$ cat src/hdl/plm_pkg.sv
// Shared definitions for the positional list engine: command and status codes,
// controller states and the control bundle broadcast to the storage cells.
// No dependencies; every other file in hdl/ uses this package.
`default_nettype none

package plm_pkg;

    localparam int CAPACITY_DEF  = 16;
    localparam int WORD_BITS_DEF = 32;

    // Width of the cell index carried in the control bundle (covers 256 cells).
    localparam int IDX_BITS = 8;

    localparam logic [2:0] OP_INSERT  = 3'd0;
    localparam logic [2:0] OP_DELETE  = 3'd1;
    localparam logic [2:0] OP_GET     = 3'd2;
    localparam logic [2:0] OP_LOCATE  = 3'd3;
    localparam logic [2:0] OP_REVERSE = 3'd4;

    localparam logic [1:0] ST_OK      = 2'd0;
    localparam logic [1:0] ST_BAD_POS = 2'd1;
    localparam logic [1:0] ST_FULL    = 2'd2;

    typedef enum logic [0:0] {
        S_IDLE,
        S_SCAN
    } state_t;

    typedef struct packed {
        logic                ins;
        logic                del;
        logic [IDX_BITS-1:0] idx;
    } cell_ctrl_t;

endpackage

`default_nettype wire

$ cat src/hdl/positional_list_engine_top.sv
// Top level of the positional list engine: command decode, direction flag,
// locate scanner and result register around the plm_chain cell row.
// Depends on plm_pkg, plm_chain and plm_cell.
`default_nettype none

// The engine keeps an ordered list of up to CAPACITY words in a chain of cells,
// one word per cell. A command transfers in when start is high and busy is
// low. Insert, delete, get and reverse complete in the accepting cycle: busy
// stays low and the result appears on the result ports, marked by done, for
// exactly one cycle starting in the cycle after the transfer. The receiver cannot
// stall, so it must capture the result in the cycle that done is high. Reverse
// never moves data; it toggles a direction flag that remaps list positions to
// cells. Locate compares the key against every cell at once, then a scanner
// walks the registered match flags one cell per cycle in list order, so a
// locate holds busy until the scan stops at the first hit or the last cell,
// and its result appears in the cycle that busy drops; on an empty list it
// behaves like the other commands. list_length always reports the length
// after the command, truncated to five bits. Words wider than 32 bits are
// compared and stored in full but read_value returns the low 32 bits.
module positional_list_engine_top #(
    parameter int CAPACITY  = plm_pkg::CAPACITY_DEF,
    parameter int WORD_BITS = plm_pkg::WORD_BITS_DEF
) (
    input  wire logic        clk,
    input  wire logic        rst_n,
    input  wire logic        start,
    input  wire logic [2:0]  command,
    input  wire logic [4:0]  position,
    input  wire logic [31:0] value,
    output logic             busy,
    output logic             done,
    output logic      [31:0] read_value,
    output logic      [4:0]  found_position,
    output logic      [4:0]  list_length,
    output logic      [1:0]  status
);

    // cell address, count and a compare width that holds both position and count
    localparam int AW = (CAPACITY > 1) ? $clog2(CAPACITY) : 1;
    localparam int CW = $clog2(CAPACITY + 1);
    localparam int PW = ((CW > 5) ? CW : 5) + 1;
    localparam int IW = plm_pkg::IDX_BITS;

    plm_pkg::state_t state_reg, state_next;

    logic                 rev_reg,    rev_next;
    logic [CW-1:0]        count_reg,  count_next;
    logic [AW-1:0]        idx_reg,    idx_next;
    logic [CW-1:0]        left_reg,   left_next;
    logic [CAPACITY-1:0]  match_reg,  match_next;
    logic                 done_reg,   done_next;
    logic [31:0]          rd_reg,     rd_next;
    logic [4:0]           found_reg,  found_next;
    logic [1:0]           status_reg, status_next;

    logic                 accept;
    logic [63:0]          value_ext;
    logic [WORD_BITS-1:0] key;
    logic [4:0]           pos_eff;
    logic [PW-1:0]        pos_w;
    logic [PW-1:0]        cnt_w;
    logic [PW-1:0]        lidx_w;
    logic                 ins_bad;
    logic                 list_full;
    logic                 acc_bad;
    logic [PW-1:0]        ins_phys_w;
    logic [PW-1:0]        acc_phys_w;
    logic [WORD_BITS-1:0] words [CAPACITY];
    logic [CAPACITY-1:0]  match_flags;
    logic [WORD_BITS-1:0] rd_word;
    logic [63:0]          rd_ext;
    logic [CW-1:0]        cnt_m1;
    logic                 scan_hit;
    logic                 scan_last;
    logic [PW-1:0]        scan_pos_w;
    plm_pkg::cell_ctrl_t  ctrl;

    assign busy   = (state_reg != plm_pkg::S_IDLE);
    assign accept = start && !busy;

    // keep the low WORD_BITS of the incoming word
    assign value_ext = {32'd0, value};
    assign key       = value_ext[WORD_BITS-1:0];

    // position zero acts as position one
    assign pos_eff = (position == 5'd0) ? 5'd1 : position;
    assign pos_w   = PW'(pos_eff);
    assign cnt_w   = PW'(count_reg);
    assign lidx_w  = pos_w - PW'(1);

    assign ins_bad   = (pos_w > cnt_w + PW'(1));
    assign list_full = (cnt_w == PW'(CAPACITY));
    assign acc_bad   = (pos_w > cnt_w);

    // map a list position to a cell; reversed order counts from the top occupied cell
    assign ins_phys_w = rev_reg ? (cnt_w - lidx_w) : lidx_w;
    assign acc_phys_w = rev_reg ? (cnt_w - PW'(1) - lidx_w) : lidx_w;

    assign rd_word = words[acc_phys_w[AW-1:0]];
    assign rd_ext  = 64'(rd_word);

    assign ctrl.ins = accept && (command == plm_pkg::OP_INSERT) && !ins_bad && !list_full;
    assign ctrl.del = accept && (command == plm_pkg::OP_DELETE) && !acc_bad;
    assign ctrl.idx = ctrl.ins ? IW'(ins_phys_w[AW-1:0])
                               : IW'(acc_phys_w[AW-1:0]);

    plm_chain #(
        .CAPACITY  (CAPACITY),
        .WORD_BITS (WORD_BITS)
    ) u_chain (
        .clk         (clk),
        .ctrl        (ctrl),
        .ins_word    (key),
        .key         (key),
        .words       (words),
        .match_flags (match_flags)
    );

    // scanner: one cell per cycle, in list order
    assign cnt_m1     = count_reg - CW'(1);
    assign scan_hit   = match_reg[idx_reg];
    assign scan_last  = (left_reg == CW'(1));
    assign scan_pos_w = rev_reg ? (cnt_w - PW'(idx_reg)) : (PW'(idx_reg) + PW'(1));

    // next state
    always_comb
    begin
        state_next = state_reg;
        case (state_reg)
            plm_pkg::S_IDLE:
            begin
                if (accept && (command == plm_pkg::OP_LOCATE) && (count_reg != '0))
                begin
                    state_next = plm_pkg::S_SCAN;
                end
            end
            plm_pkg::S_SCAN:
            begin
                if (scan_hit || scan_last)
                begin
                    state_next = plm_pkg::S_IDLE;
                end
            end
            default:
            begin
                state_next = plm_pkg::S_IDLE;
            end
        endcase
    end

    // datapath and result register
    always_comb
    begin
        rev_next    = rev_reg;
        count_next  = count_reg;
        idx_next    = idx_reg;
        left_next   = left_reg;
        match_next  = match_reg;
        done_next   = 1'b0;
        rd_next     = rd_reg;
        found_next  = found_reg;
        status_next = status_reg;

        case (state_reg)
            plm_pkg::S_IDLE:
            begin
                if (accept)
                begin
                    done_next   = 1'b1;
                    rd_next     = '0;
                    found_next  = '0;
                    status_next = plm_pkg::ST_OK;
                    case (command)
                        plm_pkg::OP_INSERT:
                        begin
                            if (ins_bad)
                            begin
                                status_next = plm_pkg::ST_BAD_POS;
                            end
                            else if (list_full)
                            begin
                                status_next = plm_pkg::ST_FULL;
                            end
                            else
                            begin
                                count_next = count_reg + CW'(1);
                            end
                        end
                        plm_pkg::OP_DELETE:
                        begin
                            if (acc_bad)
                            begin
                                status_next = plm_pkg::ST_BAD_POS;
                            end
                            else
                            begin
                                rd_next    = rd_ext[31:0];
                                count_next = cnt_m1;
                            end
                        end
                        plm_pkg::OP_GET:
                        begin
                            if (acc_bad)
                            begin
                                status_next = plm_pkg::ST_BAD_POS;
                            end
                            else
                            begin
                                rd_next = rd_ext[31:0];
                            end
                        end
                        plm_pkg::OP_LOCATE:
                        begin
                            // hold the result until the scan finishes
                            if (count_reg != '0)
                            begin
                                done_next  = 1'b0;
                                match_next = match_flags;
                                left_next  = count_reg;
                                idx_next   = rev_reg ? cnt_m1[AW-1:0] : '0;
                            end
                        end
                        plm_pkg::OP_REVERSE:
                        begin
                            rev_next = !rev_reg;
                        end
                        default:
                        begin
                        end
                    endcase
                end
            end
            plm_pkg::S_SCAN:
            begin
                if (scan_hit)
                begin
                    done_next  = 1'b1;
                    found_next = scan_pos_w[4:0];
                end
                else if (scan_last)
                begin
                    done_next  = 1'b1;
                    found_next = '0;
                end
                else
                begin
                    // advance toward the end of the list
                    idx_next  = rev_reg ? (idx_reg - AW'(1)) : (idx_reg + AW'(1));
                    left_next = left_reg - CW'(1);
                end
            end
            default:
            begin
            end
        endcase
    end

    always_ff @(posedge clk or negedge rst_n)
    begin
        if (!rst_n)
        begin
            state_reg <= plm_pkg::S_IDLE;
            rev_reg   <= 1'b0;
            count_reg <= '0;
            done_reg  <= 1'b0;
        end
        else
        begin
            state_reg <= state_next;
            rev_reg   <= rev_next;
            count_reg <= count_next;
            done_reg  <= done_next;
        end
    end

    always_ff @(posedge clk)
    begin
        idx_reg    <= idx_next;
        left_reg   <= left_next;
        match_reg  <= match_next;
        rd_reg     <= rd_next;
        found_reg  <= found_next;
        status_reg <= status_next;
    end

    assign done           = done_reg;
    assign read_value     = rd_reg;
    assign found_position = found_reg;
    assign list_length    = 5'(count_reg);
    assign status         = status_reg;

    // The length never grows past the number of cells.
    a_count_bound: assert property (
        @(posedge clk) disable iff (!rst_n)
        (count_reg <= CW'(CAPACITY))
    ) else $error("list length exceeds capacity");

    // Every command other than a scanning locate yields a result next cycle.
    a_quick_result: assert property (
        @(posedge clk) disable iff (!rst_n)
        (accept && ((command != plm_pkg::OP_LOCATE) || (count_reg == '0))) |=> done
    ) else $error("missing result after single-cycle command");

    // A result only follows a transfer or the scanner.
    a_no_spurious: assert property (
        @(posedge clk) disable iff (!rst_n)
        done |-> ($past(accept) || $past(state_reg == plm_pkg::S_SCAN))
    ) else $error("result without a command");

    // The scanner never runs on an empty list.
    a_scan_nonempty: assert property (
        @(posedge clk) disable iff (!rst_n)
        (state_reg == plm_pkg::S_SCAN) |-> ((count_reg != '0) && (left_reg != '0))
    ) else $error("scan on empty list");

endmodule

`default_nettype wire

$ cat src/hdl/plm_cell.sv
// One storage cell of the list chain: holds one word, shifts toward either
// neighbor on insert or delete, and compares its word against a search key.
// Depends on plm_pkg.
`default_nettype none

module plm_cell #(
    parameter int WORD_BITS = plm_pkg::WORD_BITS_DEF,
    parameter int INDEX     = 0
) (
    input  wire logic                   clk,
    input  wire plm_pkg::cell_ctrl_t    ctrl,
    input  wire logic [WORD_BITS-1:0]   left_word,
    input  wire logic [WORD_BITS-1:0]   right_word,
    input  wire logic [WORD_BITS-1:0]   ins_word,
    input  wire logic [WORD_BITS-1:0]   key,
    output logic      [WORD_BITS-1:0]   word,
    output logic                        match
);

    localparam int IW = plm_pkg::IDX_BITS;
    localparam logic [IW-1:0] MY_IDX = IW'(INDEX);

    logic [WORD_BITS-1:0] word_reg;
    logic [WORD_BITS-1:0] word_next;

    always_comb
    begin
        word_next = word_reg;
        if (ctrl.ins)
        begin
            // take the new word at the target, shift up above it
            if (MY_IDX == ctrl.idx)
            begin
                word_next = ins_word;
            end
            else if (MY_IDX > ctrl.idx)
            begin
                word_next = left_word;
            end
        end
        else if (ctrl.del)
        begin
            // close the gap: everything from the target up moves down
            if (MY_IDX >= ctrl.idx)
            begin
                word_next = right_word;
            end
        end
    end

    always_ff @(posedge clk)
    begin
        word_reg <= word_next;
    end

    assign word  = word_reg;
    assign match = (word_reg == key);

endmodule

`default_nettype wire

$ cat src/hdl/plm_chain.sv
// Row of plm_cell instances linked to their neighbors; exposes every word
// and a per-cell match flag. Depends on plm_pkg and plm_cell.
`default_nettype none

module plm_chain #(
    parameter int CAPACITY  = plm_pkg::CAPACITY_DEF,
    parameter int WORD_BITS = plm_pkg::WORD_BITS_DEF
) (
    input  wire logic                   clk,
    input  wire plm_pkg::cell_ctrl_t    ctrl,
    input  wire logic [WORD_BITS-1:0]   ins_word,
    input  wire logic [WORD_BITS-1:0]   key,
    output logic      [WORD_BITS-1:0]   words [CAPACITY],
    output logic      [CAPACITY-1:0]    match_flags
);

    genvar k;
    generate
        for (k = 0; k < CAPACITY; k++)
        begin : g_cell
            logic [WORD_BITS-1:0] left_word;
            logic [WORD_BITS-1:0] right_word;

            if (k == 0)
            begin : g_first
                assign left_word = ins_word;
            end
            else
            begin : g_inner_l
                assign left_word = words[k-1];
            end

            if (k == CAPACITY - 1)
            begin : g_last
                assign right_word = '0;
            end
            else
            begin : g_inner_r
                assign right_word = words[k+1];
            end

            plm_cell #(
                .WORD_BITS (WORD_BITS),
                .INDEX     (k)
            ) u_cell (
                .clk        (clk),
                .ctrl       (ctrl),
                .left_word  (left_word),
                .right_word (right_word),
                .ins_word   (ins_word),
                .key        (key),
                .word       (words[k]),
                .match      (match_flags[k])
            );
        end
    endgenerate

endmodule

`default_nettype wire
$ cat config.mk
export PLATFORM = sky130hd
export DESIGN_NAME = positional_list_engine_top
export DESIGN_NICKNAME = d
export VERILOG_FILES = /design/src/hdl/plm_pkg.sv /design/src/hdl/positional_list_engine_top.sv /design/src/hdl/plm_cell.sv /design/src/hdl/plm_chain.sv
export SDC_FILE = /design/constraint.sdc
export NUM_CORES = 2
export LEC_CHECK = 0
export BUFFER_PORTS_ARGS = -buffer_cell sky130_fd_sc_hd__buf_4
export CORE_AREA = 8 8 264 266
export DETAILED_ROUTE_END_ITERATION = 12
export DIE_AREA = 0 0 272 274
export GPL_TIMING_DRIVEN = 0
export PLACE_DENSITY = 0.79
export SLEW_MARGIN = 20
export SYNTH_ARGS = -nofsm -noshare
export SYNTH_HDL_FRONTEND = slang
export SYNTH_HIERARCHICAL = 1
export SYNTH_SLANG_ARGS = --single-unit
export TNS_END_PERCENT = 30
$ cat constraint.sdc
create_clock -name clk -period 8.5 [get_ports clk]
set_input_delay 1.7 -clock clk [delete_from_list [all_inputs] [get_ports clk]]
set_output_delay 1.7 -clock clk [all_outputs]
set_load 0.02 [all_outputs]
==> flow_metrics.tcl <==
set metrics [dict create \
    outcome "finished clean" \
    clk_pin_slew_ns 0.06 \
    die_w_um 272 \
    drc 0 \
    synth_fa_ha_area_share_pct 1.01 \
    root_buffer "clkbuf_16" \
    r2r-end "u_chain/g_cell[6].u_cell/word[11]$_DFFE_PP_" \
    cts_buffers 66 \
    cellLeakagePower_nw 18.4 \
    h-tree-depth 3 \
    r2r_cells 16 \
    relSlewSlack_pct 32.2 \
    core_sq_um 65300 \
    grt_first_pass_wirelength_mm 203 \
    synthesis.area_sq_um 40300 \
    antenna_found_initial 9 \
    hold_start "busy$_DFF_PN0_" \
    finalNetCount 3914 \
    yosys.area.top_type "edfxtp_1" \
    switching_power_mw 3.66 \
    die_h_um 274 \
    initial_core_util_pct 61.7 \
    end_kind "register" \
    hold_depth 2 \
    cp.arrival_ns 6.58 \
    drv_slew 0 \
    drt_iter0_drc 5239 \
    syn_area_per_cell_sq_um 11.3 \
    path_class "primary input to register" \
    synth_top_family_by_area "multiplexers" \
    synth_compound_area_share_pct 8.06 \
    gp_congestion 1.03 \
    p_seq_share_pct 32.6 \
    fin_crit_sh_pct 73.8 \
    yosys.area_share.simple_pct 10.2 \
    cts_tree "done" \
    viasPerCell 6.84 \
    synth.ff_latch_count 584 \
    yosys.area.top_type_share_pct 43.0 \
    dr.pass1.iters 6 \
    hold_buffers 0 \
    synth_xor_area_share_pct 11.7 \
    ys.flop_type "edfxtp_1" \
    drive_above_1_share_pct 12.8 \
    endpoint "u_chain/g_cell[14].u_cell/word[8]$_DFFE_PP_" \
    synthCells 3561 \
    dp_hpwl_mm 106 \
    hp-class "register to register" \
    ios 89 \
    grt_pass1_vias 31000 \
    yosysUniqueCellTypes 71 \
    largest_register_ffs 512 \
    postRouteAntennaNets 0 \
    r2r_start "list_length[1]$_DFFE_PN0P_" \
    period_minus_slack_ns 6.27 \
    ys_seq_area_share_pct 43.5 \
    post_cts_buffers 0 \
    clock.fmax_mhz 159 \
    final_common_cell "mux2i_1" \
    synthTopCellsByArea "edfxtp_1, mux2i_1, xor2_1, mux4_2, a21oi_1" \
    synth_warnings 6 \
    startpoint "position[4]" \
    fin_util_pct 69.0 \
    p_int_mw 6.51 \
    die_area_sq_um 74500 \
    syn_to_final_growth_pct 11.8 \
    synth.area.mux_share_pct 21.9 \
    cts-resized-gates 0 \
    swShare_pct 36.0 \
    rsz0062_at_grt "no" \
    skew_ns 0.0211 \
    combinationalPowerShare_pct 38.7 \
    mostFrequentLayoutCells "mux2i_1, edfxtp_1, nor2_1, a21oi_1, xor2_1" \
    hold_viol 0 \
    cap_violations 0 \
    power.density_nw_per_um2 226 \
    vdd_drop_max_mv 0.162 \
    reg2reg_slack_ns 2.65 \
    port_buffers 87 \
    clkLatencyLatePin_ns 0.62 \
    grt_max_degree 34 \
    cp-start-kind "primary input" \
    clock-sinks 584 \
    routedWlPerCell_um 29.0 \
    grtUsageTotal_pct 36.0 \
    ys_async_sr_fraction_pct 1.37 \
    worstMarginPinSlew_ns 1.02 \
    synth_edf_count 576 \
    clkPwrFrac_pct 28.7 \
    setup_viol 0 \
    cts_buffer_depth 3 \
    worst-path-max-fanout 16 \
    rows 94 \
    place_area_sq_um 42900 \
    required_ns 8.81 \
    totalWireLength_mm 138 \
    gr-total-overflow 0 \
    num_vias 32500 \
    final_area_sq_um 45000 \
]
-- cell families (layout without fill, tap and decap cells) --
logic type | after synthesis | in the layout
xor+xnor | 539 | 539
buf+inv | 236 | 469
mux | 717 | 717
fa+ha+maj | 30 | 30
simple gates | 840 | 840
flops | 584 | 584
other cells | 2 | 99
compound gates | 613 | 613
-- power by group through the flow --
stage	combinational, mW	clock [mW]	sequential (mW)
2_1_floorplan	2.46	0	3.40
3_3_place_gp	3.61	0	3.38
3_5_place_dp	3.83	0	3.37
4_1_cts	3.85	2.93	3.32
5_1_grt	4.08	3.03	3.32
6_report	3.94	2.92	3.32
-- routing by layer --
metal  track usage, %  part of all wire (%)  vias up
li1                 -                     -    13800
met5                0                 0.086        -
met1             50.0                    39    16100
met3             15.9                    17      232
met4             9.47                   2.7       16
met2             51.1                    42     2407
-- critical path: stages --
cell and delay, ns:
buf_4 0.13, nor4_1 0.35, nor2_1 0.19, ha_1 0.41, fa_1 0.40, xor2_1 0.17, o21ai_1 0.30, buf_2 0.41
buf_2 0.48, mux2i_4 0.29, buf_16 0.24, nand3_1 0.16, nor2_1 0.07, nor3_2 0.49, buf_4 0.31, buf_4 0.20
buf_4 0.22
-- worst min path at each step --
stage,to,slack (ns)
floorplan,u_chain/g_cell[14].u_cell/word[0]$_DFFE_PP_,0.60
global placement,busy$_DFF_PN0_,0.62
detailed placement,busy$_DFF_PN0_,0.63
CTS,busy$_DFF_PN0_,0.64
global route,left_reg[0]$_DFFE_PP_,0.68
finish,busy$_DFF_PN0_,0.65
-- cell usage after synthesis, drive strengths merged (26+ instances only) --
| cell | count |
|---|---|
| nor4 | 140 |
| nor2 | 575 |
| mux4 | 132 |
| nand4 | 42 |
| xor2 | 516 |
| buf | 96 |
| a21oi | 530 |
| o22ai | 33 |
| clkbuf | 118 |
| edfxtp | 576 |
| mux2i | 585 |
| ha | 26 |
-- metrics by stage --
step	setup WS (ns)	TNS, ns	hold WS, ns	cells	total power, mW
6_report	2.23	0	0.648	4755	10.2
5_1_grt	1.96	0	0.683	4754	10.4
4_1_cts	2.38	0	0.643	4754	10.1
3_5_place_dp	1.77	0	0.627	4637	7.20
3_3_place_gp	-2.92	-676.64	0.617	4608	6.99
2_1_floorplan	0.571	0	0.600	3657	5.86
-- area by class of cell --
| class | count | area, sq um |
|---|---|---|
| Tap cell | 864 | 1080 |
| Inverter | 22 | 82.6 |
| Antenna cell | 1 | 2.50 |
| Clock inverter | 33 | 302 |
| Fill cell | 4919 | 20200 |
| Multi-Input combinational cell | 2837 | 21800 |
| Buffer | 214 | 1350 |
| Clock buffer | 84 | 1840 |
| Sequential cell | 584 | 17500 |
| Timing Repair Buffer | 116 | 1060 |
(Power assumes the default switching activity.)
